[config.mk]
export PLATFORM = sky130hd
export DESIGN_NAME = rec_div
export DESIGN_NICKNAME = d
export VERILOG_FILES = /design/src/rtl/rec_div.sv
export SDC_FILE = /design/constraint.sdc
export NUM_CORES = 1
export LEC_CHECK = 0
export BUFFER_PORTS_ARGS = -buffer_cell sky130_fd_sc_hd__buf_4
export CORE_MARGIN = 5
export CORE_UTILIZATION = 50
export DETAILED_ROUTE_END_ITERATION = 16
export PLACE_DENSITY = 0.81
export SYNTH_ARGS = -nofsm -noshare
export SYNTH_HDL_FRONTEND = slang
export SYNTH_SLANG_ARGS = --single-unit
[constraint.sdc]
create_clock -name clk -period 6 [get_ports clk]
set_clock_uncertainty 0.2 [all_clocks]
set_input_delay 0.9 -clock clk [delete_from_list [all_inputs] [get_ports clk]]
set_output_delay 0.9 -clock clk [all_outputs]
set_load 0.02 [all_outputs]
[src/rtl/rec_div.sv]
module rec_div #(
  parameter int DVD_W = 17,
  parameter int DVS_W = 13
) (
  input  logic             clk,
  input  logic             rst,
  input  logic             start,
  input  logic [DVD_W-1:0] dividend,
  input  logic [DVS_W-1:0] divisor,
  output logic             done,
  output logic [DVD_W-1:0] quot,
  output logic [DVS_W-1:0] rem
);

  localparam int CW = $clog2(DVD_W + 1);

  logic [CW-1:0]  cnt;
  logic           busy;
  logic [DVS_W:0] shifted;
  logic           fits;

  assign shifted = {rem, quot[DVD_W-1]};
  assign fits = shifted >= {1'b0, divisor};

  always_ff @(posedge clk) begin
    if (rst) begin
      busy <= 1'b0;
      done <= 1'b0;
      cnt  <= '0;
    end else begin
      done <= 1'b0;
      if (start) begin
        busy <= 1'b1;
        cnt  <= CW'(DVD_W);
      end else if (busy) begin
        cnt <= cnt - 1'b1;
        if (cnt == CW'(1)) begin
          busy <= 1'b0;
          done <= 1'b1;
        end
      end
    end
  end

  // restoring divide, one quotient bit a cycle
  always_ff @(posedge clk) begin
    if (start) begin
      quot <= dividend;
      rem  <= '0;
    end else if (busy) begin
      quot <= {quot[DVD_W-2:0], fits};
      rem  <= fits ? DVS_W'(shifted - {1'b0, divisor}) : shifted[DVS_W-1:0];
    end
  end

endmodule

==> impl_results.md <==
- Peak Freq: 286 MHz
- LEAKAGE: 0.00133 µW
- Slew headroom: 52.3%
- Via count: 1,870
- Routed length per instance: 15.1 µm
- Sequential area share after synthesis: 39.3%
- Synth Flop Type: dfxtp_1
- Row count: 24
- Sw frac: 32.9%
- First-pass GRT wire length: 8980 µm
- Total track usage: 17.9%
- Cells after Synth: 231
- Die ar.: 6100 µm²
- Syn_area_per_cell: 10.0 µm²
- Total number of clock tree sinks: 37
- Switching power: 241 µW
- CTS tree: yes
- Share of power burned in registers: 42.8%
- Chip height: 78.1 µm
- Clock latency on the worst-skew pair: 290 ps
- Port buffer count: 63
- Fin crit period: 3490 ps
- DP Area: 2810 µm²
- Cell area after synthesis: 2320 µm²
- Combinational share of power: 34.1%
- Final TNS setup: 0 ps
- Post-CTS resize count: 0
- Clock power share: 23.1%
- Synth Warn #: 0
- Reg clk slew, reported paths: 80 ps
- Hold-fix buffer count after cts: 0
- Initial Util: 52.5%
- Post-route ant nets: 0
- CTS H-tree depth: 2
- Number of synthesized flops with an enable pin: 17
- Power per cell area: 253 nW/µm²
- Vias per cell: 5.44
- Required time worst endpoint: 6010 ps
- Status: finished clean
- Final hold violations: 0
- Layout cells sized above 1: 32.5%
- Area Growth Syn to Fin: 24.8%
- Startpoint class of the critical path: input port
- CORE AREA: 4410 µm²
- First-pass DRT Iterations: 4
- FILL cells: 356
- Seq cells post-synth: 37
- Placer Congestion: 0.878
- Synthesized Nets: 280
- N_diodes: 0
- Final setup violation count: 0
- Fin cells: 344
- Total area of sequential cells: 911 µm²
- Cell-internal power: 490 µW
- Post CTS Setup Buffer Count: 0
- Inserted Clock Buffers: 5
- DRT Wirelength: 5200 µm
- Max Root-Sink Buffers: 2
- RSZ-0062 raised after global routing: false
- Die W: 78.1 µm
- Cell variety after synth: 52
- Arrival time worst endpoint: 3500 ps
- Clock root cell: clkbuf_8
- Multi-input gate area: 1280 µm²
- Fraction of registers with async set/reset: 0%
- Worst reg-to-reg path cell count: 10
- Ratio of final minimum period to clock period: 58.2%
- Cells after DPL: 336
- Initial detailed-routing violation count: 88
- Hold Path Depth: 2
- Max-cap violations: 0
- Final Cell Area: 2890 µm²
- HP Class: flop to flop
- Max FO, Critical Path: 17
- GRT overflow: 0
- Layout Nets: 340
- Dpl hpwl: 3910 µm
- Critical path endpoint category: flop
- Residual DRC: 0
- VDD IR-drop max: 0.169 mV
- Final Max Slew Viols: 0
- Critical setup path kind: input port to flop
- Initial antenna violation count: 0
- Core Util, Final: 65.5%
- I/O pin total: 64
- Vias in the first global route: 1,933
- Pin count of the biggest net entering global routing: 40
- Worst slew pin tran: 712 ps
- Smallest hold slack: 303 ps
[worst paths after layout]
check	from	end	slack [ps]
max	divisor[0]	rem[8]	2510
max reg2reg	quot[16]	rem[0]	2780
min reg2reg	cnt[1]	cnt[1]	300
min	cnt[1]	cnt[1]	300
[power groups by stage]
| stage | combinational [µW] | sequential, µW | clock [µW] |
|---|---|---|---|
| after global routing | 274 | 316 | 188 |
| after CTS | 251 | 313 | 175 |
| after detailed placement | 248 | 318 | 0 |
| after floorplan | 151 | 339 | 0 |
| after global placement | 244 | 317 | 0 |
| final | 250 | 313 | 169 |
[registers in the layout, indices dropped and copies added, names as in the netlist]
name and flops:
quot 17, done 1, rem 13, busy 1, cnt 5
[cells in the mapped netlist (2+ instances only)]
cell type | number | share of area (%)
nor2_1 | 28 | 4.5
dfxtp_1 | 20 | 17
inv_1 | 19 | 3.1
edfxtp_1 | 17 | 22
mux2_2 | 17 | 8.3
ha_1 | 15 | 8.1
mux2i_1 | 11 | 4.7
a211oi_1 | 10 | 3.2
nand2_1 | 9 | 1.5
clkbuf_1 | 8 | 1.3
xnor2_1 | 8 | 3.0
a21oi_1 | 5 | 1.1
nand3_1 | 5 | 1.1
nor3_1 | 5 | 1.1
xor2_1 | 4 | 1.5
nand2b_1 | 3 | 0.81
o21ai_0 | 3 | 0.65
a21o_1 | 2 | 0.65
a21oi_2 | 2 | 0.76
a31oi_1 | 2 | 0.54
and3_1 | 2 | 0.54
and3b_1 | 2 | 0.76
nand4_1 | 2 | 0.54
nor2b_1 | 2 | 0.54
nor4b_1 | 2 | 0.76
o21a_1 | 2 | 0.65
[through the flow]
stage	setup WS (ps)	power (µW)
after CTS	2520	739
after detailed placement	2230	566
after global routing	2360	778
after global placement	2290	561
final	2510	731
after floorplan	2700	490
[cells by family after synthesis]
kind of cell | after synthesis | synth area share, %
AO/OA/AOI/OAI | 40 | 13.8
XOR/XNOR | 12 | 4.53
adder cells (fa/ha/maj) | 16 | 8.96
buffers and inverters | 30 | 5.40
flip-flops | 37 | 39.3
multiplexers | 29 | 13.5
AND/OR/NAND/NOR | 67 | 14.5
[worst max-delay path, stage by stage]
cell and delay (ps):
buf_4 110, ha_1 220, fa_1 390, nand2b_1 190
a21oi_2 160, a211oi_2 100, o21ai_2 190, a41oi_4 370
or4_1 620, a311oi_1 250
[placed cells by master, fill, tap and decap left out, drive strengths merged, types with 8 or more instances in the layout]
cell	instances
mux2	18
inv	19
nand2	9
a211oi	11
xnor2	8
edfxtp	17
dfxtp	20
mux2i	11
ha	15
nor2	28
buf	64
[final cells by class]
class | instances | share of cell area [%]
clock inverter | 2 | 0.346
tap | 52 | 2.25
sequential | 37 | 31.5
multi-input combinational | 164 | 44.3
inverter | 19 | 2.47
timing repair buffer | 64 | 16.6
clock buffer | 6 | 2.51
[layer usage]
layer	vias to the layer above	GRT usage, %	wire (µm)
met5	-	0	0
met4	0	7.09	105
met3	13	4.92	247
met2	37	28.5	2510
met1	868	23.1	2350
li1	952	-	-
(Power assumes the default switching activity.)
