==> config.mk <==
export PLATFORM = sky130hd
export DESIGN_NAME = rec_regs
export DESIGN_NICKNAME = d
export VERILOG_FILES = /design/src/rtl/rec_pkg.sv /design/src/rtl/rec_regs.sv
export SDC_FILE = /design/constraint.sdc
export NUM_CORES = 1
export LEC_CHECK = 0
export BUFFER_PORTS_ARGS = -buffer_cell sky130_fd_sc_hd__buf_4
export CORE_MARGIN = 1.5
export CORE_UTILIZATION = 33
export CTS_CLUSTER_SIZE = 24
export DETAILED_ROUTE_END_ITERATION = 6
export HOLD_SLACK_MARGIN = 0.08
export PLACE_DENSITY = 0.56
export SYNTH_ARGS = -nofsm -noshare
export SYNTH_HDL_FRONTEND = slang
export SYNTH_SLANG_ARGS = --single-unit
==> constraint.sdc <==
create_clock -name clk -period 2.6 [get_ports clk]
set_input_delay 0.78 -clock clk [delete_from_list [all_inputs] [get_ports clk]]
set_output_delay 0.78 -clock clk [all_outputs]
set_load 0.03 [all_outputs]
==> src/rtl/rec_pkg.sv <==
package rec_pkg;

  // register map, byte address 4*index
  localparam int NUM_REGS = 8;
  localparam int REG_IDX_W = 3;
  localparam int ADDR_W = 5;

  localparam logic [REG_IDX_W-1:0] REG_CONE_MULT   = 3'd0;
  localparam logic [REG_IDX_W-1:0] REG_ADDED_HT    = 3'd1;
  localparam logic [REG_IDX_W-1:0] REG_SRC_COL     = 3'd2;
  localparam logic [REG_IDX_W-1:0] REG_SRC_ROW     = 3'd3;
  localparam logic [REG_IDX_W-1:0] REG_CELL_WIDTH  = 3'd4;
  localparam logic [REG_IDX_W-1:0] REG_CELL_HEIGHT = 3'd5;
  localparam logic [REG_IDX_W-1:0] REG_MISSING     = 3'd6;
  localparam logic [REG_IDX_W-1:0] REG_RASTER_W    = 3'd7;

  localparam logic [23:0] RST_CONE_MULT   = 24'd65536;
  localparam logic [31:0] RST_ADDED_HT    = 32'd0;
  localparam logic [12:0] RST_SRC_COL     = 13'h1FFF;
  localparam logic [16:0] RST_SRC_ROW     = 17'h1FFFF;
  localparam logic [31:0] RST_CELL_WIDTH  = 32'd65536;
  localparam logic [31:0] RST_CELL_HEIGHT = 32'd65536;
  localparam logic [31:0] RST_MISSING     = 32'hD8F1_0000;
  localparam logic [12:0] RST_RASTER_W    = 13'd256;

  localparam int ELEV_W = 32;
  localparam int VALUE_W = 31;
  localparam int SQ_IN_W = 64;
  localparam int SQ_OUT_W = 32;

  typedef struct packed {
    logic [23:0] cone_multiplier;
    logic [31:0] added_height;
    logic [12:0] source_column;
    logic [16:0] source_row;
    logic [31:0] cell_width;
    logic [31:0] cell_height;
    logic [31:0] missing_value;
    logic [12:0] raster_width;
  } cfg_t;

  typedef enum logic [4:0] {
    S_IDLE,
    S_DIV_I,
    S_DIV_P,
    S_MUL_SI,
    S_SRC_CHK,
    S_RD_SRC,
    S_RD_E,
    S_GET_E,
    S_MUL_X,
    S_MUL_Y,
    S_SQ_X,
    S_SQ_Y,
    S_SQ_Z,
    S_SQ_SUM,
    S_SQRT,
    S_MUL_M,
    S_FIN,
    S_OUT
  } state_t;

endpackage

==> src/rtl/rec_regs.sv <==
module rec_regs (
  input  logic                       clk,
  input  logic                       rst,
  input  logic                       psel,
  input  logic                       penable,
  input  logic                       pwrite,
  input  logic [rec_pkg::ADDR_W-1:0] paddr,
  input  logic [31:0]                pwdata,
  output logic [31:0]                prdata,
  output logic                       pready,
  output rec_pkg::cfg_t              cfg
);

  logic [rec_pkg::REG_IDX_W-1:0] idx;
  logic wr;

  assign idx = paddr[rec_pkg::ADDR_W-1:2];
  assign pready = 1'b1;
  assign wr = psel && penable && pwrite;

  always_ff @(posedge clk) begin
    if (rst) begin
      cfg.cone_multiplier <= rec_pkg::RST_CONE_MULT;
      cfg.added_height    <= rec_pkg::RST_ADDED_HT;
      cfg.source_column   <= rec_pkg::RST_SRC_COL;
      cfg.source_row      <= rec_pkg::RST_SRC_ROW;
      cfg.cell_width      <= rec_pkg::RST_CELL_WIDTH;
      cfg.cell_height     <= rec_pkg::RST_CELL_HEIGHT;
      cfg.missing_value   <= rec_pkg::RST_MISSING;
      cfg.raster_width    <= rec_pkg::RST_RASTER_W;
    end else if (wr) begin
      case (idx)
        rec_pkg::REG_CONE_MULT:   cfg.cone_multiplier <= pwdata[23:0];
        rec_pkg::REG_ADDED_HT:    cfg.added_height    <= pwdata;
        rec_pkg::REG_SRC_COL:     cfg.source_column   <= pwdata[12:0];
        rec_pkg::REG_SRC_ROW:     cfg.source_row      <= pwdata[16:0];
        rec_pkg::REG_CELL_WIDTH:  cfg.cell_width      <= pwdata;
        rec_pkg::REG_CELL_HEIGHT: cfg.cell_height     <= pwdata;
        rec_pkg::REG_MISSING:     cfg.missing_value   <= pwdata;
        rec_pkg::REG_RASTER_W:    cfg.raster_width    <= pwdata[12:0];
        default: ;
      endcase
    end
  end

  always_comb begin
    case (idx)
      rec_pkg::REG_CONE_MULT:   prdata = {8'd0, cfg.cone_multiplier};
      rec_pkg::REG_ADDED_HT:    prdata = cfg.added_height;
      rec_pkg::REG_SRC_COL:     prdata = {{19{cfg.source_column[12]}}, cfg.source_column};
      rec_pkg::REG_SRC_ROW:     prdata = {{15{cfg.source_row[16]}}, cfg.source_row};
      rec_pkg::REG_CELL_WIDTH:  prdata = cfg.cell_width;
      rec_pkg::REG_CELL_HEIGHT: prdata = cfg.cell_height;
      rec_pkg::REG_MISSING:     prdata = cfg.missing_value;
      rec_pkg::REG_RASTER_W:    prdata = {19'd0, cfg.raster_width};
      default:                  prdata = 32'd0;
    endcase
  end

endmodule

==> reports/qor.csv, run 1 <==
stage,metric,value,unit
global_route,grt_pass1_wl,52900,um
detailed_routing,drtPass1Iterations,5,
floorplan,core,0.0259,mm2
timing,worst-slew-pin-transition,0.558,ns
clock_network,clkTransAtPathRegs,0.07,ns
timing,rsz0062_at_grt,true,
worst_hold_path,hold_depth,2,
placed_design,gp_congestion,0.799,
placed_design,port_buffers,266,
yosys,ys_dominant_reg_cell,dfxtp_1,
yosys,synth_area_leader_cell,dfxtp_1,
clock_network,h-tree-depth,4,
timing,hold_viol_final,0,
critical_path,crit_path_start_kind,primary input,
cells_and_area,regMostFlops,cfg,
power,vdd_drop_max,0.000466,V
timing,finalWorstSetupSlack,-0.290,ns
cells_and_area,multi_input_area,0.00470,mm2
yosys,synth_area_leaders,"dfxtp_1 (45%), nand2_1 (16%), a21oi_1 (9.7%), mux2i_1 (4.2%), buf_2 (2.9%)",
floorplan,num_rows,59,
global_route,grt-ovfl-total,0,
detailed_routing,drtIter0Drc,643,
floorplan,die_area,0.0272,mm2
yosys,synthDistinctLibCells,42,
yosys,syn_inst,1112,
critical_path,critical_path_class,in -> out,
yosys,ys.warnings.count,0,
cells_and_area,nets,1436,
yosys,synth-seq-cells,195,
timing,hold_ws,0.471,ns
clock_network,cts_buffers,17,
critical_path,cp_max_fo,7,
detailed_routing,drt-total-wl,36000,um
detailed_routing,vias_per_cell,5.16,
cells_and_area,antenna-diode-count,0,
timing,slew_viol_final,0,
yosys,synth.net_count,1154,
cells_and_area,drive_above_1_share,0.364,
floorplan,io_pins,270,
global_route,grt_pass1_vias,8483,
floorplan,die_h,165,um
clock_network,cts_hold_buf,0,
detailed_routing,detail-route-antenna-nets,0,
cells_and_area,sequential_cell_area,0.00390,mm2
critical_path,worst-r2r-cell-count,3,
cells_and_area,nFillCells,2501,
detailed_routing,drt-wirelength-per-cell,20.7,um
detailed_routing,vias,8991,
worst_hold_path,hp-start,cfg[65]$_SDFFE_PP0P_,
clock_network,cts_buffer_depth,2,
status,violations,setup timing,
timing,setup_viol,32,
timing,relSlewSlack,0.628,
floorplan,initial_core_util,0.334,
floorplan,fp.dieW,165,um
yosys,ys_seq_area_frac,0.451,
critical_path,timing.rr.start,cfg[138]$_SDFFE_PP1P_,
timing,fin_crit,2.89,ns
timing,finalClockSkew,0,ns
yosys,syn_avg_cell_area,7.79,um2
cells_and_area,area_growth,50.2,%
critical_path,endpoint_kind,output pin,
global_route,grt_max_degree,56,
worst_hold_path,hold_class,reg -> reg,
global_route,antenna_found_initial,0,
cells_and_area,largest_register_ff_count,195,
clock_network,cts.sinks,195,
critical_path,r2r_slack,1.68,ns
yosys,synth_edf_count,0,
cells_and_area,largestRegisters,cfg: 195 flops,
global_route,track_usage,0.261,
placed_design,hpwl,23600,um
clock_network,cts_tree,yes,
clock_network,clock_latency,0.42,ns
critical_path,worstPathRequired,1.82,ns
power,leakage,0.00542,uW
yosys,async_flop_share,0,
detailed_routing,route.detailed.drc,0,
critical_path,cp.arrival,2.11,ns
power,pwr_density_cell,509,mW/mm2
yosys,synthesis.area,0.00866,mm2
clock_network,cts-root-buf,clkbuf_16,
status,status,finished with violations,
run,drv_cap,0,
timing,timing.fmax,346,MHz
cells_and_area,utilization,0.502,
timing,fin_crit_sh,1.11,
critical_path,crit_start,paddr[3],
yosys,yosys.area.top_type_share,0.451,
==> layout make-up <==
type                    count  share of cell area
clock buffers              19              0.0341
repair buffers            368               0.258
inverters                  15             0.00433
clock inverters            13             0.00952
flip-flops and latches    195               0.300
well taps                 335              0.0322
multi-input cells         797               0.361
==> per-stage QoR <==
stage	instances	setup TNS (ns)	power [uW]	setup WS (ns)	area [um2]
floorplan	1112	-0.0947	3590	-0.0242	9000
global placement	1687	-10.88	3940	-0.454	11700
detailed placement	1687	-11.09	3940	-0.462	11700
CTS	1737	-6.39	6620	-0.309	12900
global route	1742	-7.55	6850	-0.363	13000
finish	1742	-6.17	6610	-0.290	13000
==> timing repair <==
action / in CTS / in global routing
buffers inserted: 14 / 6
endpoints found under the setup margin: 32 / 32
resized for setup: 82 / 21
pin swaps: 26 / 20
cloned: 6 / 0
==> worst max-delay path: stages <==
cell and delay, ns:
buf_12 0.10, buf_12 0.13, buf_12 0.10, mux2_2 0.32, a22o_1 0.19, a221oi_2 0.30
nor2_4 0.05, buf_6 0.14
==> final timing paths <==
path                           end
max                      prdata[6]
min           cfg[65]$_SDFFE_PP0P_
max reg2reg  cfg[138]$_SDFFE_PP1P_
min reg2reg   cfg[65]$_SDFFE_PP0P_
==> logic make-up (layout without fill, tap and decap cells) <==
logic type	count (synthesis)	after routing	share of synthesized area
and+or+nand+nor	472	472	0.232
AOI/OAI and AO/OA	267	267	0.184
DFF	195	195	0.451
buffers and inverters	120	415	0.0641
muxes	57	57	0.0689
other	1	1	0.000433
==> metal layers <==
layer | up-vias | wire length (um) | GRT usage | part of all wire
met5 | - | 0 | 0 | 0
met4 | 0 | 335 | 0.0577 | 0.0093
met3 | 25 | 2460 | 0.0542 | 0.068
met2 | 322 | 17100 | 0.422 | 0.47
met1 | 4339 | 16200 | 0.357 | 0.45
li1 | 4305 | - | - | -
==> report_power, final <==
part | internal (uW) | total [uW] | switching [uW]
sequential | 3010 | 3030 | 23.8
clock | 1290 | 2610 | 1320
combinational | 419 | 970 | 551
total | 4720 | 6610 | 1890
==> layout by cell type, fill, tap and decap left out, types with 26 or more instances in the layout <==
master / instances
a21oi_1: 160
buf_12: 28
buf_4: 302
buf_6: 30
dfxtp_1: 195
mux2i_1: 34
nand2_1: 358
nand3b_1: 32
nor2_1: 26
==> cells in the mapped netlist, drive strengths merged, types with 3 or more instances <==
library cell  number
mux2              21
a21oi            168
a211o             12
nand2            359
nor2b              7
a22oi              3
a222oi             3
buf               62
or3                3
dfxtp            195
nand2b            10
mux2i             36
a221oi            19
or2                5
nand3b            32
o22a               6
a22o              12
o22ai              6
inv               15
nor2              51
clkbuf            43
o21ai             25
Note: power is estimated with default switching activity, not from simulation.
==> run 2: changes to the inputs <==
--- a/config.mk
+++ b/config.mk
@@ -5,6 +5,7 @@
 export SDC_FILE = /design/constraint.sdc
 export NUM_CORES = 1
 export LEC_CHECK = 0
+export ABC_AREA = 1
 export BUFFER_PORTS_ARGS = -buffer_cell sky130_fd_sc_hd__buf_4
 export CORE_MARGIN = 1.5
 export CORE_UTILIZATION = 33
==> run 2 against run 1 <==
The flow still finishes with violations (setup timing). Clock-buffer cell count fell by 1. Design area fell by 2.0%. Global-route usage rose by 0.11 points.
==> reports/qor.csv, run 2 <==
stage,metric,value,unit,change
status,status,finished with violations,,
status,violations,setup timing,,
yosys,ys_seq_area_frac,0.444,,-0.00642
clock_network,cts.sinks,195,,unchanged
clock_network,cts_buffer_depth,2,,unchanged
detailed_routing,drtPass1Iterations,5,,unchanged
clock_network,cts_buffers,17,,unchanged
detailed_routing,drtIter0Drc,946,,+47%
global_route,grt_max_degree,66,,+18%
timing,timing.fmax,371,MHz,+7.2%
power,power,6700,uW,+1.3%
yosys,ys.warnings.count,0,,unchanged
timing,finalClockSkew,0,ns,unchanged
yosys,synthDistinctLibCells,24,,-43%
yosys,synth_area_leaders,"dfxtp_1 (44%), nor2_1 (16%), nand2_1 (8.2%), o21ai_0 (7.9%), nand3_1 (5.9%)",,
yosys,yosys-top-cells-count,"nor2_1 (370), dfxtp_1 (195), nand2_1 (193), o21ai_0 (139), nand3_1 (104)",,
yosys,async_flop_share,0,,unchanged
critical_path,critical_path_class,in -> out,,
cells_and_area,area_growth,45.1,%,
yosys,synth-seq-cells,195,,unchanged
cells_and_area,regMostFlops,cfg,,
power,vdd_drop_max,0.000353,V,-24%
timing,fin_crit,2.70,ns,-0.194 ns
yosys,synth.net_count,1352,,+17%
worst_hold_path,hold_class,reg -> reg,,
floorplan,die_h,166,um,+0.71%
clock_network,cts_tree,yes,,
placed_design,hpwl,24700,um,+4.7%
yosys,ys_dominant_reg_cell,dfxtp_1,,
cells_and_area,antenna-diode-count,0,,unchanged
timing,rsz0062_at_grt,true,,
detailed_routing,vias,9995,,+11%
yosys,synth_edf_count,0,,unchanged
yosys,post-synth-top-count-cell,nor2_1,,
timing,hold_ws,0.497,ns,+0.0259 ns
clock_network,cts-root-buf,clkbuf_16,,
critical_path,worstPathRequired,1.82,ns,about the same
power,leakage,0.00615,uW,+13%
timing,relSlewSlack,0.481,,-0.148
floorplan,initial_core_util,0.337,,+0.00291
yosys,synthesis.area,0.00878,mm2,+1.4%
placed_design,port_buffers,266,,unchanged
power,pwr_density_cell,526,mW/mm2,+3.4%
timing,worst-slew-pin-transition,0.778,ns,+0.220 ns
detailed_routing,drt-total-wl,37100,um,+2.9%
timing,finalWorstSetupSlack,-0.0955,ns,+0.194 ns
run,drv_cap,0,,unchanged
yosys,syn_inst,1310,,+18%
global_route,grt_pass1_vias,9295,,+9.6%
floorplan,core,0.0261,mm2,+0.57%
cells_and_area,largestRegisters,cfg: 195 flops,,
critical_path,cp_max_fo,27,,+20
floorplan,num_rows,59,,unchanged
placed_design,gp_congestion,0.861,,+7.8%
detailed_routing,route.detailed.drc,0,,unchanged
global_route,grt-ovfl-total,0,,unchanged
global_route,antenna_found_initial,0,,unchanged
cells_and_area,nets,1610,,+12%
timing,fin_crit_sh,1.04,,-0.0748
yosys,yosys.area.top_type_share,0.444,,-0.00642
critical_path,endpoint_kind,output pin,,
floorplan,die_area,0.0276,mm2,+1.4%
detailed_routing,detail-route-antenna-nets,0,,unchanged
timing,fin_tns_setup,-0.787,ns,+5.38 ns
cells_and_area,layout_common_cells,"nor2_1 (347), buf_4 (282), dfxtp_1 (195)",,
timing,slew_viol_final,0,,unchanged
placed_design,placedCellCount,1867,,+11%
timing,hold_viol_final,0,,unchanged
clock_network,clock_latency,0.42,ns,about the same
critical_path,crit_path_start_kind,primary input,,
floorplan,io_pins,270,,unchanged
detailed_routing,vias_per_cell,5.22,,+1.1%
global_route,track_usage,0.263,,+0.00113
cells_and_area,final_common_cell,nor2_1,,
yosys,synth_area_leader_cell,dfxtp_1,,
global_route,grt_pass1_wl,56200,um,+6.2%
cells_and_area,largest_register_ff_count,195,,unchanged
detailed_routing,drt-wirelength-per-cell,19.4,um,-6.4%
clock_network,clkTransAtPathRegs,0.07,ns,about the same
clock_network,h-tree-depth,4,,unchanged
cells_and_area,drive_above_1_share,0.296,,-0.0683
yosys,syn_avg_cell_area,6.71,um2,-14%
cells_and_area,stdcell_count,1915,,+9.9%
timing,setup_viol,23,,-28%
critical_path,cp.arrival,1.92,ns,-0.19 ns
floorplan,fp.dieW,166,um,+0.71%
==> run 2: layout make-up <==
cell class	count	area, um2
clock inverter	13	141
fill	2613	13300
inverter	55	248
sequential	195	3900
tap	335	419
multi-input combinational	949	4450
clock buffer	18	429
timing repair buffer	350	3150
==> run 2: worst max-delay path: stages <==
cell	delay (ns)
buf_12	0.10
buf_4	0.35
nand4_1	0.15
nand2_1	0.11
nor2_1	0.05
buf_4	0.14
nand3_1	0.08
buf_6	0.14
==> run 2: worst paths after layout <==
| kind | from | to | slack (ns) | cells past startpoint |
|---|---|---|---|---|
| worst min-delay path | cfg[130]$_SDFFE_PP1P_ | cfg[130]$_SDFFE_PP1P_ | 0.50 | 2 |
| worst max register to register | cfg[148]$_SDFFE_PP0P_ | cfg[148]$_SDFFE_PP0P_ | 1.88 | 2 |
| worst min register to register | cfg[130]$_SDFFE_PP1P_ | cfg[130]$_SDFFE_PP1P_ | 0.50 | 2 |
| worst max-delay path | paddr[3] | prdata[11] | -0.1 | 8 |
==> run 2: cells by family (layout without fill, tap and decap cells) <==
group / count (synthesis) / after routing / share of synthesized area
buffers and inverters: 166 / 436 / 0.0786
AO/OA/AOI/OAI: 164 / 164 / 0.0940
other: 1 / 1 / 0.000427
AND/OR/NAND/NOR: 784 / 784 / 0.383
flip-flops: 195 / 195 / 0.444
==> run 2: metrics by stage <==
step | worst slack, ns | utilization | instance area, um2
floorplan | -0.0104 | - | 8880
global placement | -0.187 | 0.443 | 11500
detailed placement | -0.192 | 0.443 | 11500
CTS | -0.0764 | 0.486 | 12700
global route | -0.151 | 0.489 | 12700
finish | -0.0955 | 0.489 | 12700
==> run 2: where the power goes <==
group	internal [uW]	switching, uW	total, uW
clock network	1360	1290	2640
logic	381	622	1000
registers	3020	35.8	3060
total	4760	1940	6700
==> run 2: metal layers <==
layer	vias to the layer above	wire length, um	track usage	part of all wire
li1	4799	-	-	-
met1	4688	15800	0.353	0.43
met2	452	17000	0.415	0.46
met3	56	3130	0.0541	0.085
met4	0	1150	0.0964	0.031
met5	-	0	0	0
==> run 2: timing repair <==
item                       CTS  global route
setup endpoints to repair   32            32
hold endpoints to repair     0             0
hold buffers                 0             0
gates cloned                 6             0
pin swaps                   17            24
setup buffers               10             2
gates resized for setup     92            28
==> run 3: changes to the inputs <==
==> constraint.sdc (replaced) <==
create_clock -name clk -period 2.6 [get_ports clk]
set_input_delay 0.52 -clock clk [delete_from_list [all_inputs] [get_ports clk]]
set_output_delay 0.52 -clock clk [all_outputs]
set_load 0.03 [all_outputs]
==> run 3 against run 2 <==
The run now ends clean. Clock-buffer cell count down 1. Clock skew unchanged. Design area decreased by 8.0%. Non-clock buffer count is 40 lower. Die area unchanged. Worst hold slack lost 0.17 ns. Utilization is 3.9 points lower. First-iteration DRC count shrank 7.6%. Wire length shrank 2.1%. Fmax up 8.5%. Largest cell class unchanged.
==> reports/qor.csv, run 3 (same netlist as run 2, synthesis figures left out) <==
stage,metric,value,unit,change
clock_network,cts_tree,yes,,
global_route,grt_max_degree,87,,+32%
placed_design,post_dp_cell_area,0.0111,mm2,-3.6%
timing,rsz0062_at_grt,false,,
cells_and_area,drive_above_1_share,0.236,,-0.0594
placed_design,hpwl,24300,um,-1.8%
critical_path,endpoint_kind,output pin,,
clock_network,cts_buffers,17,,unchanged
cells_and_area,nFillCells,2717,,+4.0%
clock_network,h-tree-depth,4,,unchanged
critical_path,cp_max_fo,17,,-37%
timing,timing.fmax,403,MHz,+8.5%
critical_path,r2r_slack,1.88,ns,about the same
cells_and_area,multi_input_area,0.00420,mm2,-5.6%
worst_hold_path,hp-start,pwdata[27],,
critical_path,worstPathRequired,2.08,ns,+0.26 ns
global_route,grt_pass1_wl,54400,um,-3.1%
clock_network,cts_buffer_depth,2,,unchanged
timing,fin_crit,2.48,ns,-0.212 ns
power,power,6690,uW,-0.16%
cells_and_area,nets,1570,,-2.5%
critical_path,crit_buf_inv,5,,+1
critical_path,cp_slowest_stage_delay,0.25,ns,-0.10 ns
timing,worst-slew-pin-transition,0.783,ns,+0.00491 ns
global_route,grt_pass1_vias,8648,,-7.0%
power,pwr_density_cell,571,mW/mm2,+8.5%
detailed_routing,route.detailed.drc,0,,unchanged
cells_and_area,regMostFlops,cfg,,
clock_network,postCtsSetupBuffers,0,,-10
cells_and_area,layout_common_cells,"nor2_1 (369), buf_4 (306), dfxtp_1 (195)",,
cells_and_area,largestRegisters,cfg: 195 flops,,
clock_network,clkTransAtPathRegs,0.08,ns,about the same
power,leakage,0.00568,uW,-7.6%
timing,fin_crit_sh,0.955,,-0.0817
placed_design,gp_congestion,0.859,,-0.22%
cells_and_area,utilization,0.450,,-0.0390
detailed_routing,drtIter0Drc,874,,-7.6%
floorplan,die_h,166,um,unchanged
critical_path,cp.depth,8,,unchanged
cells_and_area,stdcell_count,1876,,-2.0%
critical_path,worst-r2r-cell-count,2,,unchanged
global_route,grt-ovfl-total,0,,unchanged
cells_and_area,antenna-diode-count,0,,unchanged
clock_network,cts_resized,0,,-100%
critical_path,crit_path_start_kind,primary input,,
power,vdd_drop_max,0.000453,V,+28%
cells_and_area,largest_register_ff_count,195,,unchanged
detailed_routing,vias_per_cell,5.16,,-1.1%
worst_hold_path,hold_depth,3,,+1
global_route,track_usage,0.255,,-0.00739
critical_path,critPathTopFamily,buffers and inverters,,
critical_path,timing.rr.start,cfg[14]$_SDFFE_PP0P_,,
detailed_routing,detail-route-antenna-nets,0,,unchanged
cells_and_area,area_growth,33.5,%,
detailed_routing,drtPass1Iterations,5,,unchanged
timing,setup_viol,0,,-100%
floorplan,num_rows,59,,unchanged
placed_design,placedCellCount,1844,,-1.2%
critical_path,crit_path_top_delay_cell,nand4_2,,
clock_network,cts-root-buf,clkbuf_16,,
clock_network,cts_hold_buf,0,,unchanged
timing,hold_viol_final,0,,unchanged
timing,slew_viol_final,0,,unchanged
critical_path,worstPathCellList,buf_4 -> inv_4 -> nand4_2 -> nand2_1 -> buf_4 -> inv_1 -> nand2_1 -> buf_4,,
cells_and_area,final_common_cell,nor2_1,,
critical_path,worst_path_most_repeated_cell,buf_4,,
clock_network,cts.sinks,195,,unchanged
worst_hold_path,hold_class,in -> reg,,
timing,relSlewSlack,0.477,,-0.00378
detailed_routing,vias,9679,,-3.2%
floorplan,io_pins,270,,unchanged
cells_and_area,sequential_cell_area,0.00390,mm2,unchanged
timing,fin_tns_setup,0,ns,+0.787 ns
placed_design,port_buffers,266,,unchanged
critical_path,critical_path_class,in -> out,,
status,status,finished clean,,
floorplan,die_area,0.0276,mm2,unchanged
timing,finalClockSkew,0,ns,unchanged
global_route,antenna_found_initial,0,,unchanged
clock_network,clock_latency,0.44,ns,+0.02 ns
detailed_routing,drt-wirelength-per-cell,19.3,um,about the same
floorplan,initial_core_util,0.337,,unchanged
floorplan,fp.dieW,166,um,unchanged
critical_path,cp.arrival,1.96,ns,+0.04 ns
critical_path,crit_start,paddr[2],,
detailed_routing,drt-total-wl,36300,um,-2.1%
run,drv_cap,0,,unchanged
floorplan,core,0.0261,mm2,unchanged
cells_and_area,stdcell_area,0.0117,mm2,-8.0%
## run 3: final cells by class
| type | instances | area share |
|---|---|---|
| flip-flops and latches | 195 | 0.333 |
| clock inverters | 15 | 0.0162 |
| inverters | 55 | 0.0180 |
| well taps | 335 | 0.0357 |
| repair buffers | 310 | 0.203 |
| clock buffers | 17 | 0.0363 |
| multi-input cells | 949 | 0.358 |
## run 3: stage by stage
stage	hold slack, ns	setup slack (ns)
finish	0.323	0.117
global route	0.329	0.0183
CTS	0.312	0.132
detailed placement	0.475	0.132
global placement	0.471	0.130
floorplan	0.602	0.461
## run 3: layer usage
layer / track usage / routed length (um)
met2: 0.397 / 16400
met4: 0.0819 / 896
met3: 0.0582 / 2810
met5: 0 / 0
met1: 0.349 / 16200
## run 3: path summary, 6_finish.rpt
check                                       endpoint
worst max-delay path                      prdata[27]
worst min-delay path            cfg[40]$_SDFFE_PP1P_
worst max register to register  cfg[14]$_SDFFE_PP0P_
worst min register to register  cfg[93]$_SDFFE_PP1P_
## run 3: tightest hold or removal path: cells and delay by family
family / cells / cell delay (ns)
simple gates: 2 / 0.11
buf+inv: 1 / 0.10
## run 3: report_power, final
part	switching (uW)	total, uW	internal [uW]
logic	567	813	246
clock network	1350	2820	1470
registers	34.2	3060	3020
