`src/rtl/rec_pkg.sv`:
```
package rec_pkg;

  // register map, byte address 4*index
  localparam int NUM_REGS = 8;
  localparam int REG_IDX_W = 3;
  localparam int ADDR_W = 5;

  localparam logic [REG_IDX_W-1:0] REG_CONE_MULT   = 3'd0;
  localparam logic [REG_IDX_W-1:0] REG_ADDED_HT    = 3'd1;
  localparam logic [REG_IDX_W-1:0] REG_SRC_COL     = 3'd2;
  localparam logic [REG_IDX_W-1:0] REG_SRC_ROW     = 3'd3;
  localparam logic [REG_IDX_W-1:0] REG_CELL_WIDTH  = 3'd4;
  localparam logic [REG_IDX_W-1:0] REG_CELL_HEIGHT = 3'd5;
  localparam logic [REG_IDX_W-1:0] REG_MISSING     = 3'd6;
  localparam logic [REG_IDX_W-1:0] REG_RASTER_W    = 3'd7;

  localparam logic [23:0] RST_CONE_MULT   = 24'd65536;
  localparam logic [31:0] RST_ADDED_HT    = 32'd0;
  localparam logic [12:0] RST_SRC_COL     = 13'h1FFF;
  localparam logic [16:0] RST_SRC_ROW     = 17'h1FFFF;
  localparam logic [31:0] RST_CELL_WIDTH  = 32'd65536;
  localparam logic [31:0] RST_CELL_HEIGHT = 32'd65536;
  localparam logic [31:0] RST_MISSING     = 32'hD8F1_0000;
  localparam logic [12:0] RST_RASTER_W    = 13'd256;

  localparam int ELEV_W = 32;
  localparam int VALUE_W = 31;
  localparam int SQ_IN_W = 64;
  localparam int SQ_OUT_W = 32;

  typedef struct packed {
    logic [23:0] cone_multiplier;
    logic [31:0] added_height;
    logic [12:0] source_column;
    logic [16:0] source_row;
    logic [31:0] cell_width;
    logic [31:0] cell_height;
    logic [31:0] missing_value;
    logic [12:0] raster_width;
  } cfg_t;

  typedef enum logic [4:0] {
    S_IDLE,
    S_DIV_I,
    S_DIV_P,
    S_MUL_SI,
    S_SRC_CHK,
    S_RD_SRC,
    S_RD_E,
    S_GET_E,
    S_MUL_X,
    S_MUL_Y,
    S_SQ_X,
    S_SQ_Y,
    S_SQ_Z,
    S_SQ_SUM,
    S_SQRT,
    S_MUL_M,
    S_FIN,
    S_OUT
  } state_t;

endpackage

```
`src/rtl/rec_sqrt.sv`:
```
module rec_sqrt (
  input  logic                          clk,
  input  logic                          rst,
  input  logic                          start,
  input  logic [rec_pkg::SQ_IN_W-1:0]   radicand,
  output logic                          done,
  output logic [rec_pkg::SQ_OUT_W-1:0]  root
);

  localparam int RW = rec_pkg::SQ_OUT_W + 3;
  localparam int CW = $clog2(rec_pkg::SQ_OUT_W + 1);

  logic [rec_pkg::SQ_IN_W-1:0] rad;
  logic [RW-1:0] rem;
  logic [RW-1:0] r2;
  logic [RW-1:0] trial;
  logic [CW-1:0] cnt;
  logic          busy;

  assign r2 = {rem[RW-3:0], rad[rec_pkg::SQ_IN_W-1 -: 2]};
  assign trial = {1'b0, root, 2'b01};

  always_ff @(posedge clk) begin
    if (rst) begin
      busy <= 1'b0;
      done <= 1'b0;
      cnt  <= '0;
    end else begin
      done <= 1'b0;
      if (start) begin
        busy <= 1'b1;
        cnt  <= CW'(rec_pkg::SQ_OUT_W);
      end else if (busy) begin
        cnt <= cnt - 1'b1;
        if (cnt == CW'(1)) begin
          busy <= 1'b0;
          done <= 1'b1;
        end
      end
    end
  end

  // two radicand bits, one root bit a cycle
  always_ff @(posedge clk) begin
    if (start) begin
      rad  <= radicand;
      rem  <= '0;
      root <= '0;
    end else if (busy) begin
      rad <= {rad[rec_pkg::SQ_IN_W-3:0], 2'b00};
      if (r2 >= trial) begin
        rem  <= r2 - trial;
        root <= {root[rec_pkg::SQ_OUT_W-2:0], 1'b1};
      end else begin
        rem  <= r2;
        root <= {root[rec_pkg::SQ_OUT_W-2:0], 1'b0};
      end
    end
  end

endmodule
```
`config.mk`:
```
export PLATFORM = sky130hd
export DESIGN_NAME = rec_sqrt
export DESIGN_NICKNAME = d
export VERILOG_FILES = /design/src/rtl/rec_pkg.sv /design/src/rtl/rec_sqrt.sv
export SDC_FILE = /design/constraint.sdc
export NUM_CORES = 1
export LEC_CHECK = 0
export BUFFER_PORTS_ARGS = -buffer_cell sky130_fd_sc_hd__buf_2
export CORE_ASPECT_RATIO = 0.75
export CORE_MARGIN = 10
export CORE_UTILIZATION = 50
export CTS_BUF_LIST = sky130_fd_sc_hd__clkbuf_2
export DETAILED_ROUTE_END_ITERATION = 7
export GPL_TIMING_DRIVEN = 0
export PLACE_DENSITY = 0.74
export SLEW_MARGIN = 20
export SYNTH_ARGS = -nofsm -noshare
export SYNTH_HDL_FRONTEND = slang
export SYNTH_SLANG_ARGS = --single-unit
```
`constraint.sdc`:
```
create_clock -name clk -period 3.47 [get_ports clk]
set_input_delay 1.041 -clock clk [delete_from_list [all_inputs] [get_ports clk]]
set_output_delay 1.041 -clock clk [all_outputs]
set_load 0.05 [all_outputs]
```
==> results.md, run 1 <==
- STA puts the critical path data required time at 4090 ps.
- The CTS buffer count is 17.
- The netlist area before placement is approximately 0.0075 mm^2.
- In this run the number of H-tree levels came out at 4.
- The clock tree buffer depth is 2.
- Summing all placed instances gives a cell area of 0.008285 mm^2.
- The critical path's top delay family is compound AO/OA/AOI/OAI gates.
- The clock slew seen by the registers of the worst setup and hold paths is 230 ps.
- The pre-CTS worst setup slack is 228.6 ps.
- After layout, the worst path uses 92.51% of the clock period.
- Counting both buffers and inverters, the worst setup path holds a total of 1.
- The worst setup path is launched from a flip-flop.
- The cell area power density is 843.2 mW/mm^2.
- After floorplanning, the core was divided into 38 placement rows.
- The number of synthesized flops with an enable pin is 64.
- The analysis attributes to net switching a power of 0.003236 W.
- For this run, the share of the core covered by cells in the final layout is just under 60%.
- The core area is 0.01460 mm^2.
- The number of hold violations in the final report is 0.
- The average cell area after synthesis is approximately 10 um^2.
- The finished cells cover 0.008558 mm^2.
- The top flip-flop cell by instance count after synthesis is dfxtp_1.
- The overall die area is 0.02039 mm^2.
- The starting utilization of the core area is slightly above 50%.
- Counting flops with an async set or reset pin after synthesis yields a share of 0%.
- The wire length of the first global-routing pass is 30.55 mm.
- The DRC violation total after the first TritonRoute iteration is around 480.
- The clock period minus final worst setup slack is about 3200 ps.
- The flow ran to the end, and the final reports show no timing, DRC or antenna violations.
- The actual transition at the worst max-transition pin is 822.7 ps.
- Combinational logic burns 57.5% of the power.
- Leaving out fill and tap cells, the most frequent cell in the layout is buf_2.
- The number of global-route vias before repair was 5847.
- The arrival time at the worst endpoint is 3830 ps.
- The wire length reported by the detailed router is approximately 19 mm.
- The part of the total power dissipated in sequential elements is 28.7%.
- Setup violations remaining at the end of the flow were counted as 0.
- Across every metal layer, demand over resource in global routing totals between 15 and 20%.
- The worst setup path is captured at a flip-flop.
- In the routed design, unresolved DRC markers number 0.
- Across the run, the number of max-cap violations was 0.
- In this run the static leakage power is 3.513 nW.
- During placement, the flow inserted port buffers numbering between 90 and 100.
- The tree is rooted in a clkbuf_2.
- The warning count from the yosys run is 0.
- The post-detailed-route count of antenna-violating nets is 0.
- The worst-case IR drop observed on VDD is between 0.3 and 0.4 mV.
- The x dimension of the die is 161.6 um.
- The total number of clock tree sinks is around 140.
- The type of the tightest min-delay check is in2reg.
- The average wire length per cell after detail routing is 17.44 um.
- The count of distinct cell types in the synthesized netlist is 59.
- The HPWL after detailed placement is about 14 mm.
- The maximum clock rate is 311.5 MHz.
- At the later pin of the worst-skew pair, clock insertion delay measures 730 ps.
- The smallest setup slack after layout is between 200 and 300 ps.
- The clock network is responsible for 13.8% of the overall power.
- Summed over all layers, the global routing overflow is 0.
- The number of antenna violations at the first check in global routing is 1.
- The signal on the critical path passes through inv_1 > ha_1 > nor2b_1 > o2111ai_1 > a2111oi_1 > a2111oi_4 > o21ai_0 > a21oi_1 > xor2_1 > o31ai_1.
- The largest individual stage delay along the critical path comes from the cell a2111oi_1.
- Using the TritonRoute via totals, the vias-per-cell ratio works out to 5.605.
- In this run the worst path has a maximum fanout of 5.
- Net switching is 44.84% of the power.
- The number of fillers in the final layout is 1304.
- The number of pins with negative max-slew slack in the final report is 0.
- The internal power of the cells totals 0.003981 W.
- For the final database, setup skew stands at 39.84 ps.
- The number of non-filler instances in the completed layout is 1068.
- The top-level I/O count is 100.
- Setup repair after global routing left no endpoint under its margin.
- The pin count of the biggest net entering global routing is 40.
- The share of synthesized area occupied by flip-flops and latches is between 40% and 50%.
- Leaving out fill and tap cells, the most frequent cells in the layout are 101 x buf_2, 81 x nor2_1, 73 x dfxtp_1.
- The area share of the largest cell type after synthesis is 25.57%.
- The post-synth net total is 838.
- The vias after detailed routing is roughly 6k.
- TritonCTS built the clock tree.
- In this run, placement finished with an instance count of between 1k and 1.5k.
- Total power for the finished layout comes to 0.007216 W.
- The net count of the finished layout is approximately 960.
- The share of post-route cells with drive strength above 1 is 23.99%.
- After technology mapping, the gate count stands at 735.
- On the worst path, the slowest cell contributes a delay of 630 ps.
- The startpoint-to-endpoint class of the critical path is reg2reg.
- The area growth from synthesis to layout is 13.85%.
- By area the synthesized netlist is led by edfxtp_1 26%, dfxtp_1 19%, mux2_2 9.3%, mux2i_1 6.4%, ha_1 6.0%.
- The first-pass iteration count of the detailed router is 5.
- The routability congestion estimate is 0.9527.
- The height of the chip is 126.2 um.
- The worst slew margin relative to its limit is 45.16%.
- The library cell occupying the most area in the post-synthesis netlist is edfxtp_1.
- The register bit count reported by yosys is 137.
-- stage by stage --
stage	hold slack, ps	setup TNS (ps)
after floorplan	429.1	0
after global placement	445.0	-30050
after detailed placement	458.5	0
after CTS	433.6	0
after global routing	446.6	0
final	471.4	0
-- layout make-up --
type                       count  area [um^2]  share of cell area [%]
clock buffer                  18        90.09                   1.053
multi-input combinational    514         3819                   44.62
antenna                        1        2.502                 0.02924
inverter                      43        163.9                   1.915
buffer                        41        172.7                   2.018
sequential                   137         3383                   39.53
tap                          200        250.2                   2.924
clock inverter                14        161.4                   1.886
timing repair buffer         100        515.5                   6.023
-- synthesized netlist by cell type, types with 12 or more instances --
library cell / n
a21o_1: 12
ha_1: 36
mux2_2: 62
mux2i_1: 48
clkbuf_1: 32
nand2_1: 40
xnor2_1: 16
o21ai_0: 24
edfxtp_1: 64
xor2_1: 14
inv_1: 43
nor3_1: 12
nor2_1: 81
dfxtp_1: 73
a211oi_1: 19
nand3_1: 14
a21oi_1: 38
-- power by group through the flow --
stage	clock, W	combinational (W)	sequential [W]
3_5_place_dp	0	0.00399	0.00210
3_3_place_gp	0	0.00396	0.00210
5_1_grt	0.00108	0.00453	0.00209
4_1_cts	0.00102	0.00401	0.00207
2_1_floorplan	0	0.00312	0.00207
6_report	0.000998	0.00415	0.00207
-- state kept, by name, indices dropped and copies added, names as in the netlist --
name  flops
rad      64
done      1
busy      1
rem      33
cnt       6
root     32
-- path summary, 6_finish.rpt --
kind / startpoint / end / slack, ps / cells past startpoint
worst max-delay path: root[0]$_SDFFE_PP0P_ / rem[22]$_SDFFE_PP0P_ / 260 / 10
worst min-delay path: rst / cnt[5]$_SDFFE_PP0P_ / 470 / 2
worst max register to register: root[0]$_SDFFE_PP0P_ / rem[22]$_SDFFE_PP0P_ / 260 / 10
worst min register to register: rem[31]$_SDFFE_PP0P_ / rem[31]$_SDFFE_PP0P_ / 490 / 2
-- layer usage --
metal	global-route usage (%)	part of all wire, %	wire [um]
met2	27.09	43	8067
met5	0	0	0
met4	4.965	1.0	193
met1	26.17	48	8994
met3	4.232	7.4	1373
-- worst reg2reg max path, delay by kind of cell, from the launching register on --
| kind | cells | cell delay (ps) |
|---|---|---|
| buffers and inverters | 1 | 70 |
| AND/OR/NAND/NOR | 1 | 270 |
| adder cells (fa/ha/maj) | 1 | 370 |
| AO/OA/AOI/OAI | 6 | 1800 |
| flip-flops | 1 | 470 |
| XOR/XNOR | 1 | 180 |
-- what timing repair did --
action	CTS	global route
hold buffers	0	0
setup endpoints to repair	0	17
buffers inserted	0	0
gates resized for setup	0	5
-- cells by family (layout without fill, tap and decap cells) --
family / count (synthesis) / count (layout) / share of synthesized area, %
compound gates: 153 / 153 / 14.33
xor+xnor: 30 / 30 / 3.495
other cells: 0 / 1 / 0
buf+inv: 84 / 216 / 4.427
simple gates: 185 / 185 / 11.07
mux: 110 / 110 / 15.68
fa+ha+maj: 36 / 36 / 5.992
flops: 137 / 137 / 45.01
(Power assumes the default switching activity.)
==> inputs of run 2 (changes only) <==
RECOVER_POWER = 25   (was not set)
==> results.md, run 2 (synthesis gave the netlist of run 1 again) <==
- The delay of the slowest cell on the worst path came to 630 ps (about the same).
- The number of endpoints failing setup at the final stage is 0 (unchanged).
- The register bank with the most flops is rad (unchanged).
- The aggregate negative setup slack is 0 ps (unchanged).
- The pre-CTS worst setup slack came to 228.6 ps (unchanged).
- The clock latency on the worst-skew pair was 720 ps (was 730 ps).
- The hold path startpoint was rst (unchanged).
- The number of global-route vias before repair is 5847 (unchanged).
- Biggest regs: rad (64), rem (33), root (32) (unchanged).
- The worst flop-to-flop path startpoint was root[0]$_SDFFE_PP0P_ (unchanged).
- The max-cap check violation count is 0 (unchanged).
- The buffer type at the clock tree root is clkbuf_2 (unchanged).
- Leading cell types in the layout, fill and taps excluded: 100 x buf_2, 81 x nor2_1, 73 x dfxtp_1 (was 101 x buf_2, 81 x nor2_1, 73 x dfxtp_1).
- The site row count is 38 (unchanged).
- The critical path endpoint category is a flip-flop (unchanged).
- The net count reported at finish was 957 (unchanged).
- The maximum clock skew at final layout is 34.96 ps (was 39.84 ps).
- The startpoint type of the worst setup path is a flip-flop (unchanged).
- The DRC violation total after the first TritonRoute iteration is 490 (was 484).
- The x dimension of the die is 161.6 um (unchanged).
- The number of antenna violations at the first check in global routing came to 1 (unchanged).
- The global-route congestion overflow total is 0 (unchanged).
- The leakage power of the design came to 3.509 nW (was 3.513 nW).
- The combined global-route utilization of all metal layers is 18.30% (unchanged).
- The number of fillers in the final layout is 1305 (was 1304).
- The cell type of the slowest stage on the worst timing path is a2111oi_1 (unchanged).
- Outcome: completed (unchanged).
- The cell count along the critical path came to 10 (unchanged).
- The post-detailed-route count of antenna-violating nets came to 0 (unchanged).
- The cell count after placement was 1035 (unchanged).
- The data required time of the critical path is 4070 ps (was 4090 ps).
- The wire length reported by the detailed router was 18.63 mm (about the same).
- The average wire length per cell after detail routing was 17.44 um (about the same).
- The half-perimeter wire length after placement is 13.92 mm (unchanged).
- The number of buffer and inverter instances along the worst setup path came to 1 (unchanged).
- The number of non-filler instances in the completed layout came to 1068 (unchanged).
- The count of unresolved DRC violations after routing is 0 (unchanged).
- The overall die area is 0.02039 mm^2 (unchanged).
- The area growth from synthesis to layout is 13.83% (was 13.85%).
- The starting utilization of the core area is 51.50% (unchanged).
- The share of post-route cells with drive strength above 1 is 23.76% (was 23.99%).
- The critical path's top delay family is compound AO/OA/AOI/OAI gates (unchanged).
- The total number of clock tree sinks is 137 (unchanged).
- The routability congestion estimate is 0.9527 (unchanged).
- The number of pins with negative max-slew slack in the final report is 0 (unchanged).
- The count of cells along the worst hold path is 2 (unchanged).
- The type of the tightest min-delay check is in2reg (unchanged).
- The count of input and output buffers is 99 (unchanged).
- The endpoint of the most critical register-to-register path is rem[22]$_SDFFE_PP0P_ (unchanged).
- Setup repair after global routing missed its margin: false (unchanged).
- The number of setup buffers added after CTS is 0 (unchanged).
- The number of H-tree branching levels is 4 (unchanged).
- The average via count per standard cell is 5.575 (was 5.605).
- The number of hold violations in the final report was 0 (unchanged).
- The highest net fanout along the worst path is 5 (unchanged).
- The height of the chip is 126.2 um (unchanged).
- The worst hold slack is 489.1 ps (was 471.4 ps).
- The cell area power density is 842.8 mW/mm^2 (was 843.2 mW/mm^2).
- The smallest setup slack after layout is 266.9 ps (was 260.1 ps).
- The top-level I/O count is 100 (unchanged).
- The worst slew margin relative to its limit is 44.92% (was 45.16%).
- The clock slew seen by the registers of the worst setup and hold paths is 230 ps (about the same).
- The first-pass iteration count of the detailed router was 5 (unchanged).
- The post-CTS resize count is 0 (unchanged).
- The arrival time at the worst endpoint was 3800 ps (was 3830 ps).
- The clock tree buffer depth is 2 (unchanged).
- The clock period minus final worst setup slack was 3203 ps (was 3210 ps).
- The maximum clock rate is 312.2 MHz (was 311.5 MHz).
- The setup slack of the most critical reg-to-reg path is 270 ps (was 260 ps).
- The actual transition at the worst max-transition pin is 826.2 ps (was 822.7 ps).
- The most common cell after layout, fill and taps aside is buf_2 (unchanged).
- The vias after detailed routing is 5954 (was 5986).
- The ratio of final minimum period to clock period came to 92.31% (was 92.51%).
- The CTS buffer count was 17 (unchanged).
- The number of flip-flops under the largest register name is 64 (unchanged).
- The largest voltage drop on the vdd net came to 0.3637 mV (was 0.3673 mV).
- The core area is 0.01460 mm^2 (unchanged).
- The depth of the worst register-to-register path is 10 (unchanged).
- The terminating pin of the worst hold path is cnt[5]$_SDFFE_PP0P_ (unchanged).
- The TritonCTS clock tree is built (unchanged).
- Cell chain of the critical path: inv_1 > ha_1 > nor2b_1 > o2111ai_1 > a2111oi_1 > a2111oi_4 > o21ai_0 > a21oi_1 > xor2_1 > o31ai_1 (unchanged).
- The startpoint-to-endpoint class of the critical path is reg2reg (unchanged).
- The wire length of the first global-routing pass is 30.55 mm (unchanged).
- The number of hold buffers added after cts came to 0 (unchanged).
- The pin count of the biggest net entering global routing was 40 (unchanged).
## run 2: metal layers
layer	track usage, %	up-vias	share of wire [%]
met5	0	-	0
li1	-	2923	-
met4	4.965	0	1.1
met3	4.232	22	7.6
met1	26.17	2813	48
met2	27.09	196	43
## run 2: metrics by stage
step           util, %  instance area [um^2]  power (W)
3_3_place_gp     56.61                  8263   0.006058
6_report         58.62                  8557   0.007212
4_1_cts          58.49                  8537   0.007097
5_1_grt          58.62                  8557   0.007710
3_5_place_dp     56.76                  8285   0.006085
2_1_floorplan        -                  7517   0.005184
## run 2: how the worst max path moves through the flow
stage / start / to / slack, ps
after floorplan: root[9]$_SDFFE_PP0P_ / rem[28]$_SDFFE_PP0P_ / 420
after global placement: start / rad[1]$_SDFFCE_PN0P_ / -470
after detailed placement: root[22]$_SDFFE_PP0P_ / rem[18]$_SDFFE_PP0P_ / 230
after CTS: root[22]$_SDFFE_PP0P_ / rem[18]$_SDFFE_PP0P_ / 140
after global routing: root[0]$_SDFFE_PP0P_ / rem[22]$_SDFFE_PP0P_ / 10
final: root[0]$_SDFFE_PP0P_ / rem[22]$_SDFFE_PP0P_ / 270
## run 2: where the power goes
part	internal [W]	switching (W)	total, W
logic	0.00171	0.00244	0.00414
registers	0.00192	0.000149	0.00207
clock network	0.000348	0.000647	0.000995
## run 2: area by class of cell
type | instances | area, um^2 | share of cell area [%]
multi-input cells | 514 | 3819 | 44.63
flip-flops and latches | 137 | 3383 | 39.54
well taps | 200 | 250.2 | 2.924
diodes | 1 | 2.502 | 0.02924
clock buffers | 18 | 90.09 | 1.053
repair buffers | 100 | 514.2 | 6.010
plain buffers | 41 | 172.7 | 2.018
inverters | 43 | 163.9 | 1.915
clock inverters | 14 | 161.4 | 1.886
==> inputs of run 3 (changes only) <==
clock period = 3.6 ns   (was 3.47 ns; I/O delays follow)
==> results.md, run 3 (synthesis gave the netlist of run 1 again) <==
- Outcome: completed (unchanged).
- The number of non-filler instances in the completed layout is 1068 (unchanged).
- The total number of clock tree sinks is 137 (unchanged).
- The average via count per standard cell is 5.593 (was 5.575).
- The leakage power of the design is 3.508 nW (was 3.509 nW).
- The clock latency on the worst-skew pair is 730 ps (was 720 ps).
- The highest net fanout along the worst path is 5 (unchanged).
- The overall die area is 0.02039 mm^2 (unchanged).
- The pin count of the biggest net entering global routing is 40 (unchanged).
- The worst hold slack is 492.1 ps (was 489.1 ps).
- The worst slew margin relative to its limit is 44.25% (was 44.92%).
- The starting utilization of the core area came to 51.50% (unchanged).
- The number of antenna violations at the first check in global routing was 1 (unchanged).
- The overall power is 0.006937 W (was 0.007212 W).
- The cell count after placement was 1035 (unchanged).
- The net count reported at finish is 957 (unchanged).
- Setup repair after global routing missed its margin: false (unchanged).
- The length of routed met3 wiring is 1.315 mm (was 1.419 mm).
- The wire length reported by the detailed router came to 18.63 mm (about the same).
- Biggest regs: rad (64), rem (33), root (32) (unchanged).
- The vias after detailed routing is 5973 (was 5954).
- The aggregate negative setup slack is 0 ps (unchanged).
- The number of fillers in the final layout came to 1304 (was 1305).
- The detailed-routing wirelength on met1 is 9.036 mm (was 8.986 mm).
- The arrival time at the worst endpoint was 3840 ps (was 3800 ps).
- The number of hold violations in the final report is 0 (unchanged).
- The combined global-route utilization of all metal layers is 18.30% (unchanged).
- The maximum clock rate was 310.2 MHz (was 312.2 MHz).
- The TritonCTS clock tree is built (unchanged).
- The startpoint-to-endpoint class of the critical path is reg2reg (unchanged).
- The number of global-route vias before repair is 5847 (unchanged).
- The site row count came to 38 (unchanged).
- The startpoint type of the worst setup path is a flip-flop (unchanged).
- The ratio of final minimum period to clock period is 89.55% (was 92.31%).
- The number of hold buffers added after cts is 0 (unchanged).
- The data required time of the critical path is 4220 ps (was 4070 ps).
- The DRC violation total after the first TritonRoute iteration is 477 (was 490).
- The x dimension of the die is 161.6 um (unchanged).
- The highest metal layer with signal wires is met4 (unchanged).
- The area growth from synthesis to layout is 13.78% (was 13.83%).
- The area of the multi-input gates is 0.003815 mm^2 (was 0.003819 mm^2).
- The number of flip-flops under the largest register name was 64 (unchanged).
- The CTS buffer count was 17 (unchanged).
- The count of unresolved DRC violations after routing was 0 (unchanged).
- The clock tree buffer depth is 2 (unchanged).
- The buffer type at the clock tree root is clkbuf_2 (unchanged).
- The wire length of the first global-routing pass is 30.55 mm (unchanged).
- The sequential cell area in the final layout is 0.003383 mm^2 (unchanged).
- The max-cap check violation count is 0 (unchanged).
- The global-route congestion overflow total was 0 (unchanged).
- Leading cell types in the layout, fill and taps excluded: 100 x buf_2, 81 x nor2_1, 73 x dfxtp_1 (unchanged).
- The register bank with the most flops is rad (unchanged).
- The clock period minus final worst setup slack is 3224 ps (was 3203 ps).
- The number of H-tree branching levels is 4 (unchanged).
- The amount of wire on met2 after detailed routing is 8.056 mm (was 8.019 mm).
- The post-detailed-route count of antenna-violating nets is 0 (unchanged).
- The first-pass iteration count of the detailed router is 5 (unchanged).
- The height of the chip is 126.2 um (unchanged).
- The most common cell after layout, fill and taps aside is buf_2 (unchanged).
- The average wire length per cell after detail routing is 17.44 um (about the same).
- The routability congestion estimate is 0.9527 (unchanged).
- The half-perimeter wire length after placement is 13.92 mm (unchanged).
- The top-level I/O count is 100 (unchanged).
- The share of post-route cells with drive strength above 1 is 23.64% (was 23.76%).
- The number of endpoints failing setup at the final stage is 0 (unchanged).
- The actual transition at the worst max-transition pin came to 836.3 ps (was 826.2 ps).
- The type of the tightest min-delay check is reg2reg (was in2reg).
- The count of input and output buffers is 99 (unchanged).
- The number of pins with negative max-slew slack in the final report is 0 (unchanged).
- The core area is 0.01460 mm^2 (unchanged).
- The clock slew seen by the registers of the worst setup and hold paths was 190 ps (was 230 ps).
- The critical path endpoint category is a flip-flop (unchanged).
- The cell area power density is 811.1 mW/mm^2 (was 842.8 mW/mm^2).
- The maximum clock skew at final layout is 38.07 ps (was 34.96 ps).
- The largest voltage drop on the vdd net is 0.3536 mV (was 0.3637 mV).
[run 3: cell counts in the layout (fill, tap and decap cells not counted)]
No cell type changed its count.
[run 3: repair_timing]
action	CTS	global route
setup endpoints to repair	0	8
gates resized for setup	0	4
setup buffers	0	0
[run 3: metal layers]
layer | track usage [%] | up-vias
met2 | 27.09 | 187
met1 | 26.17 | 2840
met5 | 0 | -
met4 | 4.965 | 0
li1 | - | 2921
met3 | 4.232 | 25
[run 3: final cells by class]
type / count / share of cell area, %
Timing Repair Buffer: 100 / 6.012
Tap cell: 200 / 2.926
Clock inverter: 14 / 1.887
Multi-Input combinational cell: 514 / 44.60
Buffer: 41 / 2.019
Antenna cell: 1 / 0.02926
Clock buffer: 18 / 1.053
Sequential cell: 137 / 39.56
Inverter: 43 / 1.916
[run 3: path summary, 6_finish.rpt]
kind	end	slack (ps)	cells after the start	from
worst max-delay path	rem[22]$_SDFFE_PP0P_	380	10	root[0]$_SDFFE_PP0P_
worst min-delay path	rem[31]$_SDFFE_PP0P_	490	2	rem[31]$_SDFFE_PP0P_
worst max register to register	rem[22]$_SDFFE_PP0P_	380	10	root[0]$_SDFFE_PP0P_
worst min register to register	rem[31]$_SDFFE_PP0P_	490	2	rem[31]$_SDFFE_PP0P_
[run 3: power by group]
part | switching [W] | total [W] | internal (W)
Combinational | 0.00233 | 0.00398 | 0.00165
Sequential | 0.000144 | 0.00200 | 0.00185
Clock | 0.000627 | 0.000963 | 0.000336
Total | 0.00310 | 0.00694 | 0.00383
[run 3: critical path: stages (launching register included)]
cell	delay (ps)
dfxtp_1	470
inv_1	70
ha_1	370
nor2b_1	270
o2111ai_1	210
a2111oi_1	620
a2111oi_4	140
o21ai_0	470
a21oi_1	150
xor2_1	180
o31ai_1	210
[run 3: per-stage QoR]
stage,util [%],worst slack (ps),cell area [um^2]
finish,58.60,376.1,8553
global route,58.60,80.80,8553
global placement,56.61,-381.2,8263
floorplan,-,550.7,7517
detailed placement,56.76,358.6,8285
CTS,58.49,270.2,8537
